==> config.mk <==
export PLATFORM = sky130hd
export DESIGN_NAME = battery_charge_controller
export DESIGN_NICKNAME = d
export VERILOG_FILES = /design/src/design/bcc_pkg.sv /design/src/design/bcc_filter.sv /design/src/design/bcc_mode.sv /design/src/design/battery_charge_controller.sv
export SDC_FILE = /design/constraint.sdc
export NUM_CORES = 1
export LEC_CHECK = 0
export BUFFER_PORTS_ARGS = -buffer_cell sky130_fd_sc_hd__buf_4
export CAP_MARGIN = 10
export CORE_MARGIN = 5
export CORE_UTILIZATION = 43
export CTS_BUF_LIST = sky130_fd_sc_hd__clkbuf_16
export CTS_CLUSTER_DIAMETER = 100
export CTS_CLUSTER_SIZE = 30
export DETAILED_ROUTE_END_ITERATION = 10
export PLACE_DENSITY = 0.67
export SYNTH_ARGS = -nofsm -noshare
export SYNTH_HDL_FRONTEND = slang
export SYNTH_HIERARCHICAL = 1
export SYNTH_SLANG_ARGS = --single-unit
==> constraint.sdc <==
create_clock -name aclk -period 6.2 [get_ports aclk]
set_input_delay 0.31 -clock aclk [delete_from_list [all_inputs] [get_ports aclk]]
set_output_delay 0.31 -clock aclk [all_outputs]
set_load 0.02 [all_outputs]
==> src/design/bcc_pkg.sv <==
// bcc_pkg: shared constants, state codes and beat types for the battery charge controller
// no dependencies; used by bcc_filter, bcc_mode and battery_charge_controller

package bcc_pkg;

    // filter weight 1/2^FILTER_SHIFT, accumulator scaled by 2^FILTER_SHIFT
    localparam int FILTER_SHIFT = 4;
    localparam int DAC_BITS     = 8;

    localparam int SAMPLE_W = 13;
    localparam int ACC_W    = 18;
    localparam int MV_W     = 15;
    localparam int CODE_W   = 8;
    localparam int THR_W    = 14;
    localparam int STATE_W  = 3;
    localparam int CFG_IDX_W  = 3;
    localparam int CFG_DATA_W = 15;

    localparam logic [CODE_W-1:0] DAC_MASK = CODE_W'((64'd1 << DAC_BITS) - 64'd1);

    // run states
    localparam logic [STATE_W-1:0] ST_NONE       = 3'd0;
    localparam logic [STATE_W-1:0] ST_CC         = 3'd1;
    localparam logic [STATE_W-1:0] ST_CV         = 3'd2;
    localparam logic [STATE_W-1:0] ST_CHARGED    = 3'd3;
    localparam logic [STATE_W-1:0] ST_DIS        = 3'd4;
    localparam logic [STATE_W-1:0] ST_DISCHARGED = 3'd5;
    localparam logic [STATE_W-1:0] ST_HIGHVOLT   = 3'd6;
    localparam logic [STATE_W-1:0] ST_TOOLOW     = 3'd7;

    // register indexes
    localparam logic [CFG_IDX_W-1:0] REG_CHARGE_CODE    = 3'd0;
    localparam logic [CFG_IDX_W-1:0] REG_DISCHARGE_CODE = 3'd1;
    localparam logic [CFG_IDX_W-1:0] REG_TARGET_MV      = 3'd2;
    localparam logic [CFG_IDX_W-1:0] REG_DIS_STOP_MV    = 3'd3;
    localparam logic [CFG_IDX_W-1:0] REG_TOO_LOW_MV     = 3'd4;
    localparam logic [CFG_IDX_W-1:0] REG_OPEN_CHG_MV    = 3'd5;
    localparam logic [CFG_IDX_W-1:0] REG_OPEN_DIS_MV    = 3'd6;

    typedef struct packed {
        logic [CODE_W-1:0] charge_code;
        logic [CODE_W-1:0] discharge_code;
        logic [THR_W-1:0]  target_mv;
        logic [MV_W-1:0]   dis_floor_mv;       // signed
        logic [THR_W-1:0]  too_low_mv;
        logic [THR_W-1:0]  open_charge_mv;
        logic [THR_W-1:0]  open_discharge_mv;
    } bcc_cfg_t;

    typedef struct packed {
        logic                sample_valid;
        logic [SAMPLE_W-1:0] adc_sample;       // signed
        logic                charge_mode;
        logic                over_voltage;
    } bcc_item_t;

    typedef struct packed {
        logic [MV_W-1:0]    battery_mv;        // signed
        logic               amp_enable;
        logic [CODE_W-1:0]  dac_code;
        logic [STATE_W-1:0] charge_state;
    } bcc_result_t;

endpackage

==> src/design/bcc_filter.sv <==
// bcc_filter: 15/16 iir filter on the adc samples, accumulator and primed flag
// depends on bcc_pkg

module bcc_filter (
    input  logic                                aclk,
    input  logic                                aresetn,
    input  logic                                step_en,
    input  logic                                sample_valid,
    input  logic signed [bcc_pkg::SAMPLE_W-1:0] adc_sample,
    output logic signed [bcc_pkg::MV_W-1:0]     battery_mv
);

    localparam int CALC_W = bcc_pkg::SAMPLE_W + bcc_pkg::FILTER_SHIFT + 1 > bcc_pkg::ACC_W + 2
                          ? bcc_pkg::SAMPLE_W + bcc_pkg::FILTER_SHIFT + 1
                          : bcc_pkg::ACC_W + 2;
    localparam logic signed [CALC_W-1:0] ACC_HI = CALC_W'((64'sd1 <<< (bcc_pkg::ACC_W - 1)) - 1);
    localparam logic signed [CALC_W-1:0] ACC_LO = CALC_W'(-(64'sd1 <<< (bcc_pkg::ACC_W - 1)));
    localparam logic signed [bcc_pkg::ACC_W-1:0] MV_HI =
        bcc_pkg::ACC_W'((64'sd1 <<< (bcc_pkg::MV_W - 1)) - 1);
    localparam logic signed [bcc_pkg::ACC_W-1:0] MV_LO =
        bcc_pkg::ACC_W'(-(64'sd1 <<< (bcc_pkg::MV_W - 1)));

    logic signed [bcc_pkg::ACC_W-1:0] acc_reg, acc_next;
    logic                             primed_reg, primed_next;
    logic signed [CALC_W-1:0]         acc_ext, smp_ext, acc_calc;
    logic signed [bcc_pkg::ACC_W-1:0] mv_wide;

    always_comb begin
        acc_ext = CALC_W'(acc_reg);
        smp_ext = CALC_W'(adc_sample);
        if (primed_reg) begin
            acc_calc = acc_ext - (acc_ext >>> bcc_pkg::FILTER_SHIFT) + smp_ext;
        end else begin
            acc_calc = smp_ext <<< bcc_pkg::FILTER_SHIFT;
        end

        acc_next    = acc_reg;
        primed_next = primed_reg;
        if (sample_valid) begin
            primed_next = 1'b1;
            if (acc_calc > ACC_HI) begin
                acc_next = bcc_pkg::ACC_W'(ACC_HI);
            end else if (acc_calc < ACC_LO) begin
                acc_next = bcc_pkg::ACC_W'(ACC_LO);
            end else begin
                acc_next = acc_calc[bcc_pkg::ACC_W-1:0];
            end
        end

        // voltage is twice the half-voltage reading
        mv_wide = acc_next >>> (bcc_pkg::FILTER_SHIFT - 1);
        if (mv_wide > MV_HI) begin
            battery_mv = MV_HI[bcc_pkg::MV_W-1:0];
        end else if (mv_wide < MV_LO) begin
            battery_mv = MV_LO[bcc_pkg::MV_W-1:0];
        end else begin
            battery_mv = mv_wide[bcc_pkg::MV_W-1:0];
        end
    end

    always_ff @(posedge aclk) begin
        if (!aresetn) begin
            acc_reg    <= '0;
            primed_reg <= 1'b0;
        end else if (step_en) begin
            acc_reg    <= acc_next;
            primed_reg <= primed_next;
        end
    end

endmodule

==> src/design/bcc_mode.sv <==
// bcc_mode: fault checks, charge/discharge sequence, dac code and amplifier enable
// depends on bcc_pkg

module bcc_mode (
    input  logic                            aclk,
    input  logic                            aresetn,
    input  logic                            step_en,
    input  logic                            charge_mode,
    input  logic                            over_voltage,
    input  logic signed [bcc_pkg::MV_W-1:0] battery_mv,
    input  bcc_pkg::bcc_cfg_t               cfg,
    output bcc_pkg::bcc_result_t            result
);

    logic [bcc_pkg::STATE_W-1:0] state_reg, state_next;
    logic [bcc_pkg::CODE_W-1:0]  dac_reg, dac_next;
    logic                        amp_reg, amp_next;

    logic signed [bcc_pkg::MV_W:0] mv, amv, target, stop, too_low, open_chg, open_dis;
    logic                          fault;
    logic [bcc_pkg::STATE_W-1:0]   fault_state;

    always_comb begin
        mv       = (bcc_pkg::MV_W+1)'(battery_mv);
        amv      = mv[bcc_pkg::MV_W] ? -mv : mv;
        target   = (bcc_pkg::MV_W+1)'(cfg.target_mv);
        stop     = (bcc_pkg::MV_W+1)'($signed(cfg.dis_floor_mv));
        too_low  = (bcc_pkg::MV_W+1)'(cfg.too_low_mv);
        open_chg = (bcc_pkg::MV_W+1)'(cfg.open_charge_mv);
        open_dis = (bcc_pkg::MV_W+1)'(cfg.open_discharge_mv);

        // over voltage first, then no battery, then too low
        fault       = 1'b1;
        fault_state = bcc_pkg::ST_NONE;
        priority if (over_voltage) begin
            fault_state = bcc_pkg::ST_HIGHVOLT;
        end else if ((charge_mode && mv > open_chg) || (!charge_mode && amv < open_dis)) begin
            fault_state = bcc_pkg::ST_NONE;
        end else if (amv < too_low) begin
            fault_state = bcc_pkg::ST_TOOLOW;
        end else begin
            fault = 1'b0;
        end

        if (fault) begin
            state_next = fault_state;
        end else if (charge_mode) begin
            unique case (state_reg)
                bcc_pkg::ST_CC:
                    state_next = (mv < target) ? bcc_pkg::ST_CC : bcc_pkg::ST_CV;
                bcc_pkg::ST_CV:
                    state_next = (dac_reg != '0) ? bcc_pkg::ST_CV : bcc_pkg::ST_CHARGED;
                bcc_pkg::ST_CHARGED:
                    state_next = bcc_pkg::ST_CHARGED;
                default:
                    state_next = (mv < target) ? bcc_pkg::ST_CC : bcc_pkg::ST_CHARGED;
            endcase
        end else begin
            unique case (state_reg)
                bcc_pkg::ST_DIS:
                    state_next = (mv > stop) ? bcc_pkg::ST_DIS : bcc_pkg::ST_DISCHARGED;
                bcc_pkg::ST_DISCHARGED:
                    state_next = bcc_pkg::ST_DISCHARGED;
                default:
                    state_next = bcc_pkg::ST_DIS;
            endcase
        end

        dac_next = dac_reg;
        amp_next = amp_reg;
        unique case (state_next)
            bcc_pkg::ST_CC: begin
                dac_next = cfg.charge_code & bcc_pkg::DAC_MASK;
                amp_next = 1'b1;
            end
            bcc_pkg::ST_DIS: begin
                dac_next = cfg.discharge_code & bcc_pkg::DAC_MASK;
                amp_next = 1'b1;
            end
            bcc_pkg::ST_CV: begin
                // taper one code per step while at or above target
                if (mv >= target) begin
                    if (dac_reg > bcc_pkg::CODE_W'(1)) begin
                        dac_next = dac_reg - bcc_pkg::CODE_W'(1);
                    end else begin
                        dac_next = '0;
                        amp_next = 1'b0;
                    end
                end
            end
            default: begin
                dac_next = '0;
                amp_next = 1'b0;
            end
        endcase

        result.charge_state = state_next;
        result.dac_code     = dac_next;
        result.amp_enable   = amp_next;
        result.battery_mv   = battery_mv;
    end

    always_ff @(posedge aclk) begin
        if (!aresetn) begin
            state_reg <= bcc_pkg::ST_NONE;
            dac_reg   <= '0;
            amp_reg   <= 1'b0;
        end else if (step_en) begin
            state_reg <= state_next;
            dac_reg   <= dac_next;
            amp_reg   <= amp_next;
        end
    end

endmodule

==> src/design/battery_charge_controller.sv <==
// battery_charge_controller: top level, input and result registers, config registers
// depends on bcc_pkg, bcc_filter, bcc_mode
//
//   channel  dir  ports                         contents
//   s_       in   s_tvalid s_tready s_tdata     one control step, flag in s_tuser
//   m_       out  m_tvalid m_tready m_tdata     one result per control step
//   cfg_     in   cfg_wr_en cfg_index cfg_data  register write, no read-back
//
// one step per cycle sustained while m_tready stays high; a step passes from input beat to result beat through
// the input register, then filter, fault check and sequencer logic into the result register.
// the input register accepts a new beat while a finished result waits to be taken.
// a stalled m_ side holds one result and one pending step, then s_tready drops.
// aresetn (synchronous) clears the filter, the sequencer (no battery, dac 0, amp off)
// and restores the register defaults.

module battery_charge_controller (
    input  logic        aclk,
    input  logic        aresetn,
    input  logic        s_tvalid,
    output logic        s_tready,
    input  logic [15:0] s_tdata,    // adc_sample[12:0], charge_mode[13], over_voltage[14], zero
    input  logic        s_tuser,    // sample_valid
    output logic        m_tvalid,
    input  logic        m_tready,
    output logic [31:0] m_tdata,    // charge_state[2:0], dac_code[10:3], amp_enable[11],
                                    // battery_mv[26:12], zero
    input  logic        cfg_wr_en,
    input  logic [bcc_pkg::CFG_IDX_W-1:0]  cfg_index,
    input  logic [bcc_pkg::CFG_DATA_W-1:0] cfg_data
);

    bcc_pkg::bcc_cfg_t    cfg_reg;
    bcc_pkg::bcc_item_t   item_reg;
    bcc_pkg::bcc_result_t res_reg, res_next;
    logic                 in_vld_reg, in_vld_next;
    logic                 out_vld_reg, out_vld_next;
    logic                 s_accept, fire;
    logic signed [bcc_pkg::MV_W-1:0] battery_mv;

    assign fire     = in_vld_reg && (!out_vld_reg || m_tready);
    assign s_tready = !in_vld_reg || fire;
    assign s_accept = s_tvalid && s_tready;

    always_comb begin
        in_vld_next = in_vld_reg;
        if (s_accept) begin
            in_vld_next = 1'b1;
        end else if (fire) begin
            in_vld_next = 1'b0;
        end
        out_vld_next = out_vld_reg;
        if (fire) begin
            out_vld_next = 1'b1;
        end else if (m_tready) begin
            out_vld_next = 1'b0;
        end
    end

    always_ff @(posedge aclk) begin
        if (!aresetn) begin
            in_vld_reg  <= 1'b0;
            out_vld_reg <= 1'b0;
        end else begin
            in_vld_reg  <= in_vld_next;
            out_vld_reg <= out_vld_next;
        end
    end

    always_ff @(posedge aclk) begin
        if (s_accept) begin
            item_reg.sample_valid <= s_tuser;
            item_reg.adc_sample   <= s_tdata[12:0];
            item_reg.charge_mode  <= s_tdata[13];
            item_reg.over_voltage <= s_tdata[14];
        end
        if (fire) begin
            res_reg <= res_next;
        end
    end

    always_ff @(posedge aclk) begin
        if (!aresetn) begin
            cfg_reg.charge_code       <= 8'd50;
            cfg_reg.discharge_code    <= 8'd250;
            cfg_reg.target_mv         <= 14'd4350;
            cfg_reg.dis_floor_mv      <= 15'd3000;
            cfg_reg.too_low_mv        <= 14'd900;
            cfg_reg.open_charge_mv    <= 14'd4900;
            cfg_reg.open_discharge_mv <= 14'd100;
        end else if (cfg_wr_en) begin
            unique case (cfg_index)
                bcc_pkg::REG_CHARGE_CODE:    cfg_reg.charge_code <= cfg_data[7:0];
                bcc_pkg::REG_DISCHARGE_CODE: cfg_reg.discharge_code <= cfg_data[7:0];
                bcc_pkg::REG_TARGET_MV:      cfg_reg.target_mv <= cfg_data[13:0];
                bcc_pkg::REG_DIS_STOP_MV:    cfg_reg.dis_floor_mv <= cfg_data;
                bcc_pkg::REG_TOO_LOW_MV:     cfg_reg.too_low_mv <= cfg_data[13:0];
                bcc_pkg::REG_OPEN_CHG_MV:    cfg_reg.open_charge_mv <= cfg_data[13:0];
                bcc_pkg::REG_OPEN_DIS_MV:    cfg_reg.open_discharge_mv <= cfg_data[13:0];
                default: ;
            endcase
        end
    end

    bcc_filter u_filter (
        .aclk         (aclk),
        .aresetn      (aresetn),
        .step_en      (fire),
        .sample_valid (item_reg.sample_valid),
        .adc_sample   ($signed(item_reg.adc_sample)),
        .battery_mv   (battery_mv)
    );

    bcc_mode u_mode (
        .aclk         (aclk),
        .aresetn      (aresetn),
        .step_en      (fire),
        .charge_mode  (item_reg.charge_mode),
        .over_voltage (item_reg.over_voltage),
        .battery_mv   (battery_mv),
        .cfg          (cfg_reg),
        .result       (res_next)
    );

    assign m_tvalid = out_vld_reg;
    assign m_tdata  = {5'd0, res_reg.battery_mv, res_reg.amp_enable,
                       res_reg.dac_code, res_reg.charge_state};

    // a held step never gets overwritten
    a_no_overrun: assert property (@(posedge aclk) disable iff (!aresetn)
        !s_tready |-> (in_vld_reg && out_vld_reg && !m_tready))
        else $error("input register full with no room downstream expected");

    // a processed step always shows up as a result next cycle
    a_fire_result: assert property (@(posedge aclk) disable iff (!aresetn)
        fire |=> m_tvalid)
        else $error("step processed but no result beat");

    // idle and fault states drive no current
    a_idle_off: assert property (@(posedge aclk) disable iff (!aresetn)
        (m_tvalid && (res_reg.charge_state == bcc_pkg::ST_NONE
                   || res_reg.charge_state == bcc_pkg::ST_CHARGED
                   || res_reg.charge_state == bcc_pkg::ST_DISCHARGED
                   || res_reg.charge_state == bcc_pkg::ST_HIGHVOLT
                   || res_reg.charge_state == bcc_pkg::ST_TOOLOW))
        |-> (res_reg.dac_code == '0 && !res_reg.amp_enable))
        else $error("current enabled in an idle or fault state");

    // constant current and discharge always drive the amplifier
    a_active_on: assert property (@(posedge aclk) disable iff (!aresetn)
        (m_tvalid && (res_reg.charge_state == bcc_pkg::ST_CC
                   || res_reg.charge_state == bcc_pkg::ST_DIS))
        |-> res_reg.amp_enable)
        else $error("amplifier off in an active state");

endmodule
==> qor.csv <==
stage;metric;value;unit
grt;via count of the first global-routing pass;8884;
die;I/O pin cnt;74;
status;status;finished, violations left;
finish;Inserted Diodes;0;
worst_setup_path;Bufs and invs on worst path;6;
synthesis;mean post-synth cell area;9.16;um^2
finish;max reg flops;87;
synthesis;ys flop type;dfxtp_1;
sta;clk_skew;0.0139;ns
route;final WL;30400;um
synthesis;Synth Cell Area;0.0109;mm^2
finish;ratio of cells with drive above 1 in the final layout;28.4;%
route;via-per-instance ratio;5.40;
power;Worst VDD drop;0.202;mV
synthesis;Seq/Total Area, Yosys;34.0;%
grt;initial antenna violation count;0;
worst_hold_path;HP Class;in2reg;
grt;GRT Overall Usage;21.1;%
sta;worst setup margin;-0.0255;ns
worst_setup_path;FF-to-FF path depth;29;
synthesis;Adder-Cell Fraction of Synth Area;14.0;%
sta;RSZ-0062 raised after global routing;yes;
sta;Slew @ Worst Pin;0.821;ns
clock_tree;Max H-tree Level;4;
route;drt initial violations;671;
synthesis;synthesized netlist cell count;1185;
route;DR pass1 iterations;5;
die;Core Region;0.0250;mm^2
worst_setup_path;CP Depth;29;
worst_setup_path;Largest stage delay, worst path;0.53;ns
worst_hold_path;hold depth;1;
worst_setup_path;Crit path max-delay family;compound AO/OA/AOI/OAI gates;
finish;# fillers;2206;
synthesis;simple-gate area share of the yosys netlist;17.0;%
sta;Total Negative Setup Slacks;-0.0457;ns
grt;grt total ovfl;0;
place;GP Congestion;0.903;
sta;Rel. slew slack;45.3;%
finish;Area growth, synth to finish;26.7;%
route;drt drc;0;
die;DIE AREA;0.0285;mm^2
finish;post-layout instance area;0.0138;mm^2
power;LEAKAGE;6.17;nW
worst_setup_path;WS Path Type;reg2reg;
clock_tree;Clk pin slew, worst setup/hold paths;0.08;ns
place;Post-Place Setup Slack;-0.241;ns
worst_setup_path;Critical Path RT;6.56;ns
clock_tree;root buf cell;clkbuf_16;
synthesis;Netlist cell types;87;
synthesis;area fraction in compound gates after synthesis;14.4;%
power;Cell Pwr Density;260;mW/mm^2
die;Rows;58;
grt;largest net degree at the start of global routing;88;
synthesis;yosys warns;6;
worst_setup_path;crit-path max FO;6;
sta;Max Transition Viols Final;0;
route;WL/cell;18.0;um
synthesis;mux contribution to synthesized area;8.81;%
place;DP Area;0.0123;mm^2
die;initial core utilization;43.4;%
place;DP HPWL;22100;um
clock_tree;total CTS buffers;17;
die;die height;169;um
clock_tree;clock latency on the worst-skew pair;0.44;ns
synthesis;asr flop ratio synth;0;%
sta;final hold violations;0;
grt;global-route wire length before repair;47900;um
worst_setup_path;Most common cell on crit path;inv_2;
worst_setup_path;Worst Path Arrival;6.59;ns
synthesis;xor-xnor portion of the synthesized cell area;2.42;%
sta;setup violators final;2;
die;die width;169;um
worst_setup_path;Worst setup EP type;flip-flop;
place;IO buf count;67;
status;failing checks;negative setup slack;
worst_setup_path;slowest cell on the critical path;fa_1;
job;number of max-cap violations;0;
route;via count;9102;
synthesis;Seq cells post-synth;163;
clock_tree;Hold-fix buffers, CTS;0;
synthesis;largest family of logic cells by synthesized area;simple AND/OR/NAND/NOR gates;
finish;fin nets;1495;
clock_tree;Sink Count;163;
sta;fmax;161;MHz
clock_tree;CTS Buffer Depth;2;
power;Power Total;3.58;mW
sta;post-layout min period;6.23;ns
clock_tree;CTS tree;built;
worst_setup_path;CP Launch Type;flip-flop;
route;ANT nets after route;0;
synthesis;number of enable flip-flop cells after synthesis;43;
sta;Final period util;100;%
[cell families (layout without fill, tap and decap cells)]
kind of cell / Yosys count / after routing
other: 1 / 5
XOR/XNOR: 30 / 30
flip-flops: 163 / 163
AO/OA/AOI/OAI: 236 / 236
multiplexers: 95 / 95
adder cells (fa/ha/maj): 111 / 111
AND/OR/NAND/NOR: 326 / 326
buffers and inverters: 223 / 391
[cells in the mapped netlist, drive strengths merged (12+ instances only)]
| master | n | area share, % |
|---|---|---|
| xnor2 | 21 | 1.7 |
| nand3 | 18 | 1.0 |
| nand4 | 12 | 0.69 |
| edfxtp | 43 | 12 |
| nand2b | 17 | 1.0 |
| inv | 149 | 5.1 |
| fa | 17 | 3.1 |
| a21oi | 70 | 3.2 |
| nor2 | 39 | 1.3 |
| mux2i | 93 | 8.6 |
| nor2b | 54 | 3.1 |
| buf | 49 | 3.4 |
| clkbuf | 25 | 0.86 |
| nor3 | 13 | 0.65 |
| dfxtp | 120 | 22 |
| a211oi | 13 | 0.90 |
| a21o | 12 | 0.83 |
| nand2 | 114 | 4.0 |
| ha | 94 | 11 |
| o21ai | 53 | 2.4 |
| nor4 | 12 | 0.75 |
| a31oi | 13 | 0.81 |
[layout by cell type, fill, tap and decap left out, types with 6 or more instances in the layout]
cell type	instances
inv_1	135
a21oi_2	8
nand3_1	13
nand2_1	112
ha_1	79
a211oi_1	7
nor2b_1	53
dfxtp_2	7
nor2_1	36
o221a_2	8
ha_4	12
nor4_4	7
a31oi_1	10
o21ai_2	10
a21oi_1	62
xor2_1	7
o21ai_1	8
buf_4	202
mux2i_1	93
nand3b_1	6
nand4_1	12
and3_1	6
xnor2_1	18
nand2b_1	15
a21o_1	11
inv_2	13
clkbuf_16	18
dfxtp_1	113
edfxtp_1	43
o22a_1	7
nor3_1	9
o21a_1	7
fa_1	16
o21ai_0	34
[what timing repair did]
action                     in CTS  in global routing
pin swaps                      35                 47
setup endpoints to repair      18                 24
buffers inserted               12                 15
resized for setup              71                 56
gates cloned                    1                  0
[metal layers]
layer | GRT usage (%) | vias up | share of wire [%]
li1 | - | 4417 | -
met1 | 29.8 | 4373 | 47
met5 | 0 | - | 0
met4 | 6.21 | 0 | 1.9
met2 | 33.7 | 271 | 46
met3 | 2.97 | 41 | 5.5
[power by group]
group,total (mW),internal [mW],switching [mW]
Clock,1.10,0.609,0.496
Sequential,1.17,1.14,0.0310
Combinational,1.30,0.597,0.705
[metrics by stage]
step | hold slack, ns | cells | utilization [%]
after global routing | 0.0309 | 1687 | 54.9
final | 0.0480 | 1687 | 54.9
after CTS | 0.0312 | 1673 | 53.6
after detailed placement | 0.451 | 1628 | 49.2
after global placement | 0.443 | 1628 | 49.2
after floorplan | 0.409 | 1189 | -
[final cells by class]
class	instances	area [um^2]	share of cell area [%]
inverter	149	564	4.10
clock inverter	15	174	1.26
clock buffer	17	425	3.09
tap	330	413	3.00
sequential	163	3700	26.9
timing repair buffer	210	1650	12.0
multi-input combinational	803	6830	49.6
[worst register-to-register path, delay by kind of cell, from the launching register on]
family                     cells  cell delay [ns]
buffers and inverters          6             0.68
and+or+nand+nor                7             1.63
xor gates and xnor gates       2             0.23
AOI/OAI and AO/OA             10             2.00
DFF                            1             0.38
adders and majority gates      4             1.19
[path summary, 6_finish.rpt]
| kind | to | from | slack (ns) |
|---|---|---|---|
| setup / recovery | u_mode/dac_reg[3]$_SDFFE_PN0P_ | item_reg[10]$_DFFE_PP_ | -0.03 |
| hold reg to reg | cfg_reg[32]$_SDFFE_PN0P_ | cfg_reg[32]$_SDFFE_PN0P_ | 0.46 |
| hold / removal | item_reg[4]$_DFFE_PP_ | s_tdata[2] | 0.05 |
| setup reg to reg | u_mode/dac_reg[3]$_SDFFE_PN0P_ | item_reg[10]$_DFFE_PP_ | -0.03 |
(Power assumes the default switching activity.)
